===== config.mk =====
export PLATFORM = sky130hd
export DESIGN_NAME = plus_minus_paren_evaluator
export DESIGN_NICKNAME = d
export VERILOG_FILES = /design/src/pmpe_pkg.sv /design/src/pmpe_front.sv /design/src/pmpe_queue.sv /design/src/pmpe_back.sv /design/src/plus_minus_paren_evaluator.sv
export VERILOG_INCLUDE_DIRS = /design/src /design/src/src
export SDC_FILE = /design/constraint.sdc
export NUM_CORES = 2
export LEC_CHECK = 0
export ABC_CLOCK_PERIOD_IN_PS = 8100
export BUFFER_PORTS_ARGS = -buffer_cell sky130_fd_sc_hd__buf_2
export CORE_ASPECT_RATIO = 1.1
export CORE_MARGIN = 2
export CORE_UTILIZATION = 59
export CTS_BUF_LIST = sky130_fd_sc_hd__clkbuf_2
export DETAILED_ROUTE_END_ITERATION = 8
export GPL_TIMING_DRIVEN = 0
export PLACE_DENSITY = 0.78
export SYNTH_ARGS = -nofsm -noshare
export SYNTH_HDL_FRONTEND = slang
export SYNTH_HIERARCHICAL = 1
export SYNTH_SLANG_ARGS = --single-unit

===== constraint.sdc =====
create_clock -name clk -period 8.1 [get_ports clk]
set_clock_uncertainty 0.15 [all_clocks]
set_input_delay 0 -clock clk [delete_from_list [all_inputs] [get_ports clk]]
set_output_delay 0 -clock clk [all_outputs]
set_load 0.01 [all_outputs]

===== src/assert_macros.svh =====
// Assertion macros shared by the RTL of the plus/minus/paren evaluator.
// Expects signals clk and rst_n in the scope of each use.
`ifndef ASSERT_MACROS_SVH
`define ASSERT_MACROS_SVH

// Property holds at every clock edge outside reset.
`define ASSERT_ALWAYS(label, prop, msg) \
  label: assert property (@(posedge clk) disable iff (!rst_n) (prop)) else $error(msg);

// When cond holds at an edge, prop holds at the next edge.
`define ASSERT_NEXT(label, cond, prop, msg) \
  label: assert property (@(posedge clk) disable iff (!rst_n) (cond) |=> (prop)) \
    else $error(msg);

`endif


===== src/pmpe_pkg.sv =====
// Shared types and constants of the plus/minus/paren evaluator.
// No dependencies.
`default_nettype none

package pmpe_pkg;

  localparam int STACK_DEPTH_DEF = 32;
  localparam int VALUE_WIDTH_DEF = 32;
  localparam int OUT_WIDTH       = 32;

  localparam int QUEUE_DEPTH = 2;
  localparam int QUEUE_AW    = $clog2(QUEUE_DEPTH);
  localparam int QUEUE_CW    = $clog2(QUEUE_DEPTH + 1);

  localparam logic [7:0] CH_ZERO  = 8'h30;
  localparam logic [7:0] CH_NINE  = 8'h39;
  localparam logic [7:0] CH_PLUS  = 8'h2B;
  localparam logic [7:0] CH_MINUS = 8'h2D;
  localparam logic [7:0] CH_OPEN  = 8'h28;
  localparam logic [7:0] CH_CLOSE = 8'h29;

  localparam logic [1:0] ST_OK        = 2'd0;
  localparam logic [1:0] ST_OVERFLOW  = 2'd1;
  localparam logic [1:0] ST_UNDERFLOW = 2'd2;

  typedef enum logic [2:0] {
    OP_NONE,
    OP_DIGIT,
    OP_PLUS,
    OP_MINUS,
    OP_OPEN,
    OP_CLOSE
  } op_t;

  typedef struct packed {
    op_t        op;
    logic [3:0] digit;
    logic       last;
  } item_t;

endpackage

`default_nettype wire


===== src/pmpe_front.sv =====
// Front stage: accepts characters and registers their decoded operation.
// Depends on pmpe_pkg.
`default_nettype none

module pmpe_front (
  input  wire logic           clk,
  input  wire logic           rst_n,
  input  wire logic           in_valid,
  output logic                in_ready,
  input  wire logic [7:0]     in_char_code,
  input  wire logic           in_last_char,
  output logic                fr_valid,
  input  wire logic           fr_ready,
  output pmpe_pkg::item_t     fr_item
);

  logic            valid_r;
  pmpe_pkg::item_t item_r;
  pmpe_pkg::item_t item_nxt;
  logic [7:0]      digit_full;

  assign in_ready = !valid_r || fr_ready;
  assign fr_valid = valid_r;
  assign fr_item  = item_r;

  always_comb begin
    digit_full     = in_char_code - pmpe_pkg::CH_ZERO;
    item_nxt.digit = digit_full[3:0];
    item_nxt.last  = in_last_char;
    if (in_char_code >= pmpe_pkg::CH_ZERO && in_char_code <= pmpe_pkg::CH_NINE) begin
      item_nxt.op = pmpe_pkg::OP_DIGIT;
    end else if (in_char_code == pmpe_pkg::CH_PLUS) begin
      item_nxt.op = pmpe_pkg::OP_PLUS;
    end else if (in_char_code == pmpe_pkg::CH_MINUS) begin
      item_nxt.op = pmpe_pkg::OP_MINUS;
    end else if (in_char_code == pmpe_pkg::CH_OPEN) begin
      item_nxt.op = pmpe_pkg::OP_OPEN;
    end else if (in_char_code == pmpe_pkg::CH_CLOSE) begin
      item_nxt.op = pmpe_pkg::OP_CLOSE;
    end else begin
      item_nxt.op = pmpe_pkg::OP_NONE;
    end
  end

  always_ff @(posedge clk) begin
    if (!rst_n) begin
      valid_r <= 1'b0;
    end else if (in_ready) begin
      valid_r <= in_valid;
    end
    if (in_valid && in_ready) begin
      item_r <= item_nxt;
    end
  end

endmodule

`default_nettype wire


===== src/pmpe_queue.sv =====
// Small FIFO of decoded operations between front and back stages.
// Depends on pmpe_pkg.
`default_nettype none

module pmpe_queue (
  input  wire logic            clk,
  input  wire logic            rst_n,
  input  wire logic            q_in_valid,
  output logic                 q_in_ready,
  input  wire pmpe_pkg::item_t q_in_item,
  output logic                 q_out_valid,
  input  wire logic            q_out_ready,
  output pmpe_pkg::item_t      q_out_item
);

  pmpe_pkg::item_t                  slot_r [pmpe_pkg::QUEUE_DEPTH];
  logic [pmpe_pkg::QUEUE_AW-1:0]    wr_ptr_r;
  logic [pmpe_pkg::QUEUE_AW-1:0]    rd_ptr_r;
  logic [pmpe_pkg::QUEUE_CW-1:0]    count_r;
  logic                             push;
  logic                             pop;

  assign q_in_ready  = count_r != pmpe_pkg::QUEUE_CW'(pmpe_pkg::QUEUE_DEPTH);
  assign q_out_valid = count_r != '0;
  assign q_out_item  = slot_r[rd_ptr_r];
  assign push        = q_in_valid && q_in_ready;
  assign pop         = q_out_valid && q_out_ready;

  always_ff @(posedge clk) begin
    if (!rst_n) begin
      wr_ptr_r <= '0;
      rd_ptr_r <= '0;
      count_r  <= '0;
    end else begin
      if (push) begin
        wr_ptr_r <= wr_ptr_r + 1'b1;
      end
      if (pop) begin
        rd_ptr_r <= rd_ptr_r + 1'b1;
      end
      if (push && !pop) begin
        count_r <= count_r + 1'b1;
      end else if (pop && !push) begin
        count_r <= count_r - 1'b1;
      end
    end
    if (push) begin
      slot_r[wr_ptr_r] <= q_in_item;
    end
  end

endmodule

`default_nettype wire


===== src/pmpe_back.sv =====
// Back stage: running sum, sign, partial number, context stack and result register.
// Depends on pmpe_pkg.
`default_nettype none

module pmpe_back #(
  parameter int STACK_DEPTH = pmpe_pkg::STACK_DEPTH_DEF,
  parameter int VALUE_WIDTH = pmpe_pkg::VALUE_WIDTH_DEF
) (
  input  wire logic                              clk,
  input  wire logic                              rst_n,
  input  wire logic                              bk_valid,
  output logic                                   bk_ready,
  input  wire pmpe_pkg::item_t                   bk_item,
  output logic                                   out_valid,
  input  wire logic                              out_ready,
  output logic signed [pmpe_pkg::OUT_WIDTH-1:0]  out_value,
  output logic [1:0]                             out_status
);

  localparam int VW = VALUE_WIDTH;
  localparam int LW = $clog2(STACK_DEPTH + 1);
  localparam int AW = (STACK_DEPTH > 1) ? $clog2(STACK_DEPTH) : 1;
  localparam int OW = pmpe_pkg::OUT_WIDTH;

  logic [VW:0]    stack_mem [STACK_DEPTH];
  logic [VW:0]    below_r;
  logic [VW:0]    tos_r, tos_nxt;
  logic [VW-1:0]  sum_r, sum_nxt;
  logic           neg_r, neg_nxt;
  logic [VW-1:0]  part_r, part_nxt;
  logic [LW-1:0]  level_r, level_nxt;
  logic [1:0]     err_r, err_nxt;
  logic [1:0]     err_fin;
  logic           out_valid_r;
  logic [OW-1:0]  out_value_r;
  logic [1:0]     out_status_r;
  logic           fire;
  logic           push;
  logic [VW-1:0]  inner;
  logic [VW-1:0]  outer_sum;
  logic           outer_neg;
  logic [VW-1:0]  final_sum;
  logic [VW+OW-1:0] final_ext;
  logic [LW-1:0]  rd_full;
  logic [AW-1:0]  rd_addr;

  assign bk_ready   = !out_valid_r || out_ready;
  assign fire       = bk_valid && bk_ready;
  assign out_valid  = out_valid_r;
  assign out_value  = out_value_r;
  assign out_status = out_status_r;

  always_comb begin
    sum_nxt   = sum_r;
    neg_nxt   = neg_r;
    part_nxt  = part_r;
    level_nxt = level_r;
    err_nxt   = err_r;
    err_fin   = err_r;
    tos_nxt   = tos_r;
    push      = 1'b0;
    inner     = neg_r ? sum_r - part_r : sum_r + part_r;
    outer_sum = '0;
    outer_neg = 1'b0;
    final_sum = '0;
    if (fire) begin
      case (bk_item.op)
        pmpe_pkg::OP_DIGIT: begin
          part_nxt = (part_r << 3) + (part_r << 1) + {{(VW-4){1'b0}}, bk_item.digit};
        end
        pmpe_pkg::OP_PLUS, pmpe_pkg::OP_MINUS: begin
          sum_nxt  = inner;
          part_nxt = '0;
          neg_nxt  = bk_item.op == pmpe_pkg::OP_MINUS;
        end
        pmpe_pkg::OP_OPEN: begin
          if (level_r < LW'(STACK_DEPTH)) begin
            push      = 1'b1;
            tos_nxt   = {neg_r, sum_r};
            level_nxt = level_r + 1'b1;
          end else if (err_r == pmpe_pkg::ST_OK) begin
            err_nxt = pmpe_pkg::ST_OVERFLOW;
          end
          sum_nxt = '0;
          neg_nxt = 1'b0;
        end
        pmpe_pkg::OP_CLOSE: begin
          part_nxt = '0;
          if (level_r != '0) begin
            outer_sum = tos_r[VW-1:0];
            outer_neg = tos_r[VW];
            level_nxt = level_r - 1'b1;
            tos_nxt   = below_r;
          end else if (err_r == pmpe_pkg::ST_OK) begin
            err_nxt = pmpe_pkg::ST_UNDERFLOW;
          end
          sum_nxt = outer_neg ? outer_sum - inner : outer_sum + inner;
          neg_nxt = 1'b0;
        end
        default: begin
        end
      endcase
      // fold whatever partial number is left after this character
      final_sum = neg_nxt ? sum_nxt - part_nxt : sum_nxt + part_nxt;
      err_fin   = err_nxt;
      if (bk_item.last) begin
        sum_nxt   = '0;
        neg_nxt   = 1'b0;
        part_nxt  = '0;
        level_nxt = '0;
        err_nxt   = pmpe_pkg::ST_OK;
      end
    end
    final_ext = {{OW{1'b0}}, final_sum};
    rd_full   = level_nxt - LW'(2);
    rd_addr   = rd_full[AW-1:0];
  end

  always_ff @(posedge clk) begin
    if (!rst_n) begin
      sum_r       <= '0;
      neg_r       <= 1'b0;
      part_r      <= '0;
      level_r     <= '0;
      err_r       <= pmpe_pkg::ST_OK;
      out_valid_r <= 1'b0;
    end else begin
      sum_r   <= sum_nxt;
      neg_r   <= neg_nxt;
      part_r  <= part_nxt;
      level_r <= level_nxt;
      err_r   <= err_nxt;
      if (fire && bk_item.last) begin
        out_valid_r <= 1'b1;
      end else if (out_ready) begin
        out_valid_r <= 1'b0;
      end
    end
    tos_r <= tos_nxt;
    if (fire && bk_item.last) begin
      out_value_r  <= final_ext[OW-1:0];
      out_status_r <= err_fin;
    end
  end

  // top of stack lives in tos_r; below_r prefetches the entry under it
  always_ff @(posedge clk) begin
    if (push) begin
      stack_mem[level_r[AW-1:0]] <= tos_nxt;
    end
    below_r <= stack_mem[rd_addr];
  end

endmodule

`default_nettype wire


===== src/plus_minus_paren_evaluator.sv =====
// Top level of the plus/minus/paren expression evaluator.
// Depends on pmpe_pkg, pmpe_front, pmpe_queue, pmpe_back and assert_macros.svh.
//
// One ASCII character is taken per transfer and up to one character per clock
// is sustained; with no stalls the result of an expression passes through the
// front register, the queue and the back stage into an output register, is held
// there until taken, and a result left waiting stalls the back stage. The rate is set
// by the back stage, which folds numbers and pushes or pops the nesting stack
// for each character it takes: the top of stack is kept in a register and the entry under
// it is prefetched from the stack memory, so back-to-back closing parentheses
// do not stall it. Arithmetic wraps at VALUE_WIDTH bits; status is 0 for
// ok, 1 for nesting overflow and 2 for an unmatched closing parenthesis.
`default_nettype none
`include "assert_macros.svh"

module plus_minus_paren_evaluator #(
  parameter int STACK_DEPTH = pmpe_pkg::STACK_DEPTH_DEF,
  parameter int VALUE_WIDTH = pmpe_pkg::VALUE_WIDTH_DEF
) (
  input  wire logic                             clk,
  input  wire logic                             rst_n,
  input  wire logic                             in_valid,
  output logic                                  in_ready,
  input  wire logic [7:0]                       in_char_code,
  input  wire logic                             in_last_char,
  output logic                                  out_valid,
  input  wire logic                             out_ready,
  output logic signed [pmpe_pkg::OUT_WIDTH-1:0] out_value,
  output logic [1:0]                            out_status
);

  logic            fr_valid;
  logic            fr_ready;
  pmpe_pkg::item_t fr_item;
  logic            bk_valid;
  logic            bk_ready;
  pmpe_pkg::item_t bk_item;

  pmpe_front u_front (
    .clk          (clk),
    .rst_n        (rst_n),
    .in_valid     (in_valid),
    .in_ready     (in_ready),
    .in_char_code (in_char_code),
    .in_last_char (in_last_char),
    .fr_valid     (fr_valid),
    .fr_ready     (fr_ready),
    .fr_item      (fr_item)
  );

  pmpe_queue u_queue (
    .clk         (clk),
    .rst_n       (rst_n),
    .q_in_valid  (fr_valid),
    .q_in_ready  (fr_ready),
    .q_in_item   (fr_item),
    .q_out_valid (bk_valid),
    .q_out_ready (bk_ready),
    .q_out_item  (bk_item)
  );

  pmpe_back #(
    .STACK_DEPTH (STACK_DEPTH),
    .VALUE_WIDTH (VALUE_WIDTH)
  ) u_back (
    .clk        (clk),
    .rst_n      (rst_n),
    .bk_valid   (bk_valid),
    .bk_ready   (bk_ready),
    .bk_item    (bk_item),
    .out_valid  (out_valid),
    .out_ready  (out_ready),
    .out_value  (out_value),
    .out_status (out_status)
  );

  `ASSERT_ALWAYS(a_status_code, !out_valid || out_status != 2'd3, "invalid status code")
  `ASSERT_ALWAYS(a_front_holds, in_ready || fr_valid, "input stalled with empty front stage")
  `ASSERT_NEXT(a_front_kept, fr_valid && !fr_ready, fr_valid && $stable(fr_item), "item lost")
  `ASSERT_NEXT(a_result_kept, out_valid && !out_ready, out_valid && $stable(out_value), "result lost")

endmodule

`default_nettype wire

Yosys cells after proc, flatten, opt, wreduce, memory -nomap -nowiden --
Memories as Yosys holds them, arrays and structs flattened. A register that Yosys moved wholly into a read port is not among the register bits. Cells that the tools add are included. W data, S select, Z words.
Storage, ports and cells: logic and storage cells 121, bits of input ports 13, output and inout bits 36, memories 2, RAM bits 1072, register bits 154
Memory list:
- u_back.stack_mem | words 32, bits a word 33, rd ports 1, clocked after Yosys merged registers in 1, wr ports 1, line pmpe_back.sv:25 | logic [VW:0] stack_mem [STACK_DEPTH];
- u_queue.slot_r | words 2, bits a word 8, rd ports 1, clocked after Yosys merged registers in 1, wr ports 1, line pmpe_queue.sv:16 | pmpe_pkg::item_t slot_r [pmpe_pkg::QUEUE_DEPTH];
Cells by class: $lt $le $gt $ge 3, mux-type cells 51, equality and inequality tests 10, add/sub/neg operators 16, reduce and logical (&&, ||, !) cells 22
Operators with widths (count):
- $mux W32 | 10
- $add A32 B32 Y32 | 4
- $mux W33 | 3
- $pmux W32 S3 | 1
- $sub A32 B32 Y32 | 3
- $pmux W33 S2 | 1
- $pmux W32 S2 | 1
- $add A32 B4 Y32 | 1
- $eq A8 B6 Y1 const B | 4
- $mux W6 | 4
- $mux W2 | 10
- $mux W1 | 16
- $pmux W6 S2 | 1
- $ge A8 B6 Y1 const B | 1
- $le A8 B6 Y1 const B | 1
- $logic_and A1 B1 Y1 | 7
- $add A6 B1 Y6 const B | 1
- $eq A3 B2 Y1 const B | 2
- $eq A3 B3 Y1 const B | 2
- $lt A6 B6 Y1 const B | 1
- $mux W3 | 2
- $reduce_bool A2 Y1 | 3
- $reduce_bool A6 Y1 | 1
- $reduce_or A3 Y1 | 2
- other kinds (14) | 20

Logic depth before layout (Yosys ltp) --
depth after elaboration 10, gate-level depth with buffers 42

Hierarchy --
The synthesis kept the hierarchy.
Modules (own cells, without submodules):
- pmpe_back | area each 57292.4 sq um, instances 1, cells an instance 4403, sequential area each 35534.1 sq um
- pmpe_queue | area each 809.5 sq um, instances 1, cells an instance 50, sequential area each 580.6 sq um
- pmpe_front | area each 369.1 sq um, instances 1, cells an instance 22, sequential area each 260.2 sq um

Worst setup path before layout --
Ideal clock, no wire load.
path type register -> register, start point register u_back.part_r[2], end point register u_back.out_value_r[31], in the netlist u_back/out_value[31], data pin, cell stages (with the launch flop) 42, path slack -118 ps, arrival time 7926 ps, period minus slack after synthesis 8218 ps, cell sequence dfxtp_1 > clkbuf_1 > nor4_1 > nor4b_2 > nor2_1 > xnor2_1 > ha_1 > a21oi_1 > a31o_1 > a311o_2 > nand2_1 > xor2_1 > nor3_1 > and3_1 > nor2_1 > xnor2_1 > ha_1 > a21o_1 > [... 6 more ...] > xor2_1 > nor2_1 > a221o_1 > ha_1 > inv_1 > nor2_1 > and4_1 > and3_1 > nor3_1 > nor3_1 > nor2_1 > a21oi_1 > and2_1 > nand3_1 > o2bb2ai_1 > xnor3_1 > or3_1 > a21oi_2
On the way: word-level cells in the longest chain between the ends 8, elaborated cells on any way between the ends 15
Ends and longest elaborated chain:
- from (decl) | line pmpe_back.sv:30 | logic [VW-1:0] part_r, part_nxt;
- from (signal assigned) | line pmpe_back.sv:130 | part_r <= part_nxt;
- $add A32 B32 Y32 or $sub A32 B32 Y32 (tied branches) | line pmpe_back.sv:62 | inner = neg_r ? sum_r - part_r : sum_r + part_r;
- $mux W32 | line pmpe_back.sv:62
- $add A32 B32 Y32 or $sub A32 B32 Y32 (tied branches) | line pmpe_back.sv:97 | sum_nxt = outer_neg ? outer_sum - inner : outer_sum + inner;
- $mux W32 | line pmpe_back.sv:97
- $pmux W32 S3 | line pmpe_back.sv:67 | case (bk_item.op)
- $mux W32 | line pmpe_back.sv:66 | if (fire) begin
- $add A32 B32 Y32 or $sub A32 B32 Y32 (tied branches) | line pmpe_back.sv:104 | final_sum = neg_nxt ? sum_nxt - part_nxt : sum_nxt + part_nxt;
- $mux W32 (*) | line pmpe_back.sv:104
- to (signal assigned) | line pmpe_back.sv:141 | out_value_r <= final_ext[OW-1:0];
- to (decl) | line pmpe_back.sv:35 | logic [OW-1:0] out_value_r;
Mark *: on every way between the ends. The rest lies on a longest branch, timed or not. The select of a mux whose other input is x is not followed. A chain may end at the register's enable or synchronous reset.

Final worst setup path --
start point register u_back.neg_r, end point register u_back.out_value_r[31], in the netlist u_back/out_value[31], data pin
On the way: word-level cells in the longest chain between the ends 7, elaborated cells on any way between the ends 11
Ends and longest elaborated chain:
- from (decl) | line pmpe_back.sv:29 | logic neg_r, neg_nxt;
- from (signal assigned) | line pmpe_back.sv:129 | neg_r <= neg_nxt;
- $mux W32 | line pmpe_back.sv:62
- $add A32 B32 Y32 or $sub A32 B32 Y32 (tied branches) | line pmpe_back.sv:97
- $mux W32 | line pmpe_back.sv:97
- $pmux W32 S3 | line pmpe_back.sv:67
- $mux W32 | line pmpe_back.sv:66
- $add A32 B32 Y32 or $sub A32 B32 Y32 (tied branches) | line pmpe_back.sv:104
- $mux W32 (*) | line pmpe_back.sv:104
Marked as above.

==> results.ini <==
[outcome]
status = finished, violations left
violations = max-capacitance violations, negative setup slack

[global_route]
grt_pass1_wl_mm = 249
gr-usage-all-layers_pct = 33.4
overflow = 0
grt_max_degree = 35
grt_pass1_vias = 40400
antenna_found_initial = 4

[floorplanning]
die-area_um2 = 102000
fp.dieH_um = 334
core_region_area_um2 = 98600
die_x_um = 304
num_rows = 121
initial_core_util_pct = 59.3
top_level_ports = 49

[cts]
cts_buffers = 316
cts_tree = built
clk_latency_ps = 1540
numClockSinks = 1260
clkTransAtPathRegs_ps = 130
clockRootBuffer = clkbuf_2
h-tree-depth = 5
clk_path_buf_depth = 4

[finish]
mostFrequentLayoutCell = edfxtp_1
final_cell_mix = edfxtp_1 (1,114), clkbuf_2 (439), nand2_1 (389)
register_area_um2 = 36400
drive_gt1_share_pct = 20.1
fillers = 6899
fin_nets = 5193
multi_input_area_um2 = 22300
area_growth_pct = 14.2

[timing]
worstMarginPinSlew_ps = 1480
timing.final.crit_share_pct = 103
slew_viol_final = 0
rsz0062_at_grt = true
setup_violations = 1
slew_headroom_pct = 1.18
layout_setup_ws_ps = -236
min_period_ps = 8340
fin_setup_tns_ps = -236
clock.fmax_mhz = 120
hold_viol = 0
hold_slack_ps = 228

[route]
routedWlPerCell_um = 26.4
drc = 0
drtAntennaViolNets = 0
drt-pass1-iter-count = 7
avgViaCountPerCell = 6.30
dr_total_vias = 41000
drtIter0Drc = 4924
routed_wl_mm = 171

[synth]
yosysUniqueCellTypes = 108
syn_area_um2 = 58500
synth_edf_count = 1114
syn_avg_cell_area_um2 = 13.1
synthTopCellsByArea = edfxtp_1 (57%), dfxtp_1 (5.0%), mux2i_1 (4.6%)
syn-num-nets = 4653
async_flop_share_pct = 0
syn-instance-count = 4475
synth.top_cell.area_share_pct = 57.2
ys_ff_latch = 1260
seq_area_frac_synth_pct = 62.2
yosysWarnings = 6
synth_top_area_cell = edfxtp_1
ys.flop_type = edfxtp_1

[placement]
port_buffers = 48
dp_hpwl_mm = 120
gp_congestion = 1.04

[min_path]
holdCritStartpoint = in_valid
holdPathEnd = u_front/fr_item[6]
hold_path.class = primary input to register
hold_depth = 4

[power_and_ir_drop]
leakage_nw = 23.8
ir_worst_vdd_uv = 333
power_density_nw_per_um2 = 409

[job]
cap_violations = 1

[setup_path]
reg2reg_depth = 39
cp_data_required_time_ps = 9300
r2r_end = u_back/out_value[31]
worstReg2RegStart = u_back/neg_r
r2r_setup_slack_ps = -240
worst-path-max-fanout = 10
slowest_delay_ps = 440
start_kind = register
cp.arrival_ps = 9540
cp-end-kind = register
worstSetupPathType = register to register
cp_slowest_cell = dfxtp_4
crit_top_cell = a21oi_2

## layout make-up
class                   count  area share (%)
inverters                  79           0.448
clock buffers             434            3.25
plain buffers             263            1.63
multi-input cells        2868            33.4
well taps                1291            2.42
repair buffers            227            3.79
diodes                      3          0.0112
clock inverters            77           0.544
flip-flops and latches   1260            54.5
## kinds of logic after synthesis
| family | after synthesis | share of synthesized area [%] |
|---|---|---|
| adders and majority gates | 165 | 3.59 |
| and+or+nand+nor | 1104 | 9.06 |
| muxes | 343 | 7.30 |
| xor gates and xnor gates | 193 | 2.91 |
| buffers and inverters | 347 | 2.35 |
| DFF | 1260 | 62.2 |
| AOI/OAI and AO/OA | 1063 | 12.6 |
## per-stage QoR
step | setup slack (ps) | util [%] | cell area (µm²) | power, mW | cells
after global placement | -1630 | 61.2 | 60300 | 19.9 | 5814
after detailed placement | -1690 | 62.8 | 61900 | 20.2 | 5862
final | -236 | 67.7 | 66800 | 27.3 | 6502
after global routing | -589 | 67.7 | 66700 | 28.7 | 6500
after floorplan | 7.23 | - | 58500 | 16.7 | 4475
after CTS | -47.5 | 66.6 | 65700 | 25.2 | 6452
## synthesized netlist by cell type (all sizes together) (19+ instances only)
master and instances:
clkbuf 201, ha 160, a31oi 100, a22oi 64, a211oi 250, nand2b 19
mux2i 269, mux4 66, nand2 399, buf 67, and3 28, edfxtp 1114
nor3 51, nor2 278, and2 185, o21a 20, dfxtp 146, xnor2 116
a222oi 20, a311oi 68, inv 79, nand3 30, a21oi 212, o21ai 120
xor2 76, a21o 79
## critical path, delay by kind of cell, from the launching register on
family / cells / cell delay, ps
buffers and inverters: 2 / 300
xor gates and xnor gates: 4 / 820
and+or+nand+nor: 17 / 2570
DFF: 1 / 440
adders and majority gates: 3 / 920
AOI/OAI and AO/OA: 12 / 2660
muxes: 1 / 290
## worst max-delay path by stage
stage / end / slack (ps) / cells after the start / startpoint
floorplan: u_back/out_value[31] / 7 / 41 / u_back/part_r[2]
global placement: u_back/out_value[31] / -1630 / 40 / u_back/neg_r
detailed placement: u_back/out_value[31] / -1690 / 40 / u_back/neg_r
CTS: u_back/out_value[31] / -50 / 41 / u_back/part_r[2]
global route: u_back/out_value[31] / -590 / 41 / u_back/part_r[3]
finish: u_back/out_value[31] / -240 / 39 / u_back/neg_r
## sequential cells by signal, summed over array words and instances, names as in the netlist, 2 cells and up, named ones only
| signal | flops |
|---|---|
| u_back/part_r | 32 |
| u_back/stack_mem | 1056 |
| u_back/sum_r | 32 |
| u_back/below_r | 33 |
| u_back/level_r | 6 |
| u_back/out_value | 32 |
| u_back/tos_r | 33 |
| u_back/err_r | 2 |
| u_queue/slot_r | 16 |
| u_queue/count_r | 2 |
| u_front/fr_item | 8 |
| u_back/out_status | 2 |
## report_power, final
| part | total [mW] | switching [mW] | internal [mW] | leakage [nW] |
|---|---|---|---|---|
| clock network | 3.89 | 2.40 | 1.49 | 1.99 |
| registers | 8.31 | 0.193 | 8.12 | 11.6 |
| logic | 15.1 | 9.02 | 6.11 | 10.3 |
## per-layer routing
| metal | vias up | part of all wire, % | wire length, µm | track usage (%) |
|---|---|---|---|---|
| met1 | 19800 | 36 | 61900 | 40.8 |
| met2 | 2318 | 47 | 80600 | 54.3 |
| met4 | 2 | 7.3 | 12500 | 22.4 |
| li1 | 18400 | - | - | - |
| met5 | - | 0.0076 | 13 | 0 |
| met3 | 484 | 9.6 | 16400 | 6.60 |
## what timing repair did
item	in CTS	in global routing
buffers inserted	42	45
resized for setup	124	131
hold buffers	40	0
hold endpoints to repair	162	0
pin swaps	52	111
setup endpoints to repair	35	10
Note: power is estimated with default switching activity, not from simulation.
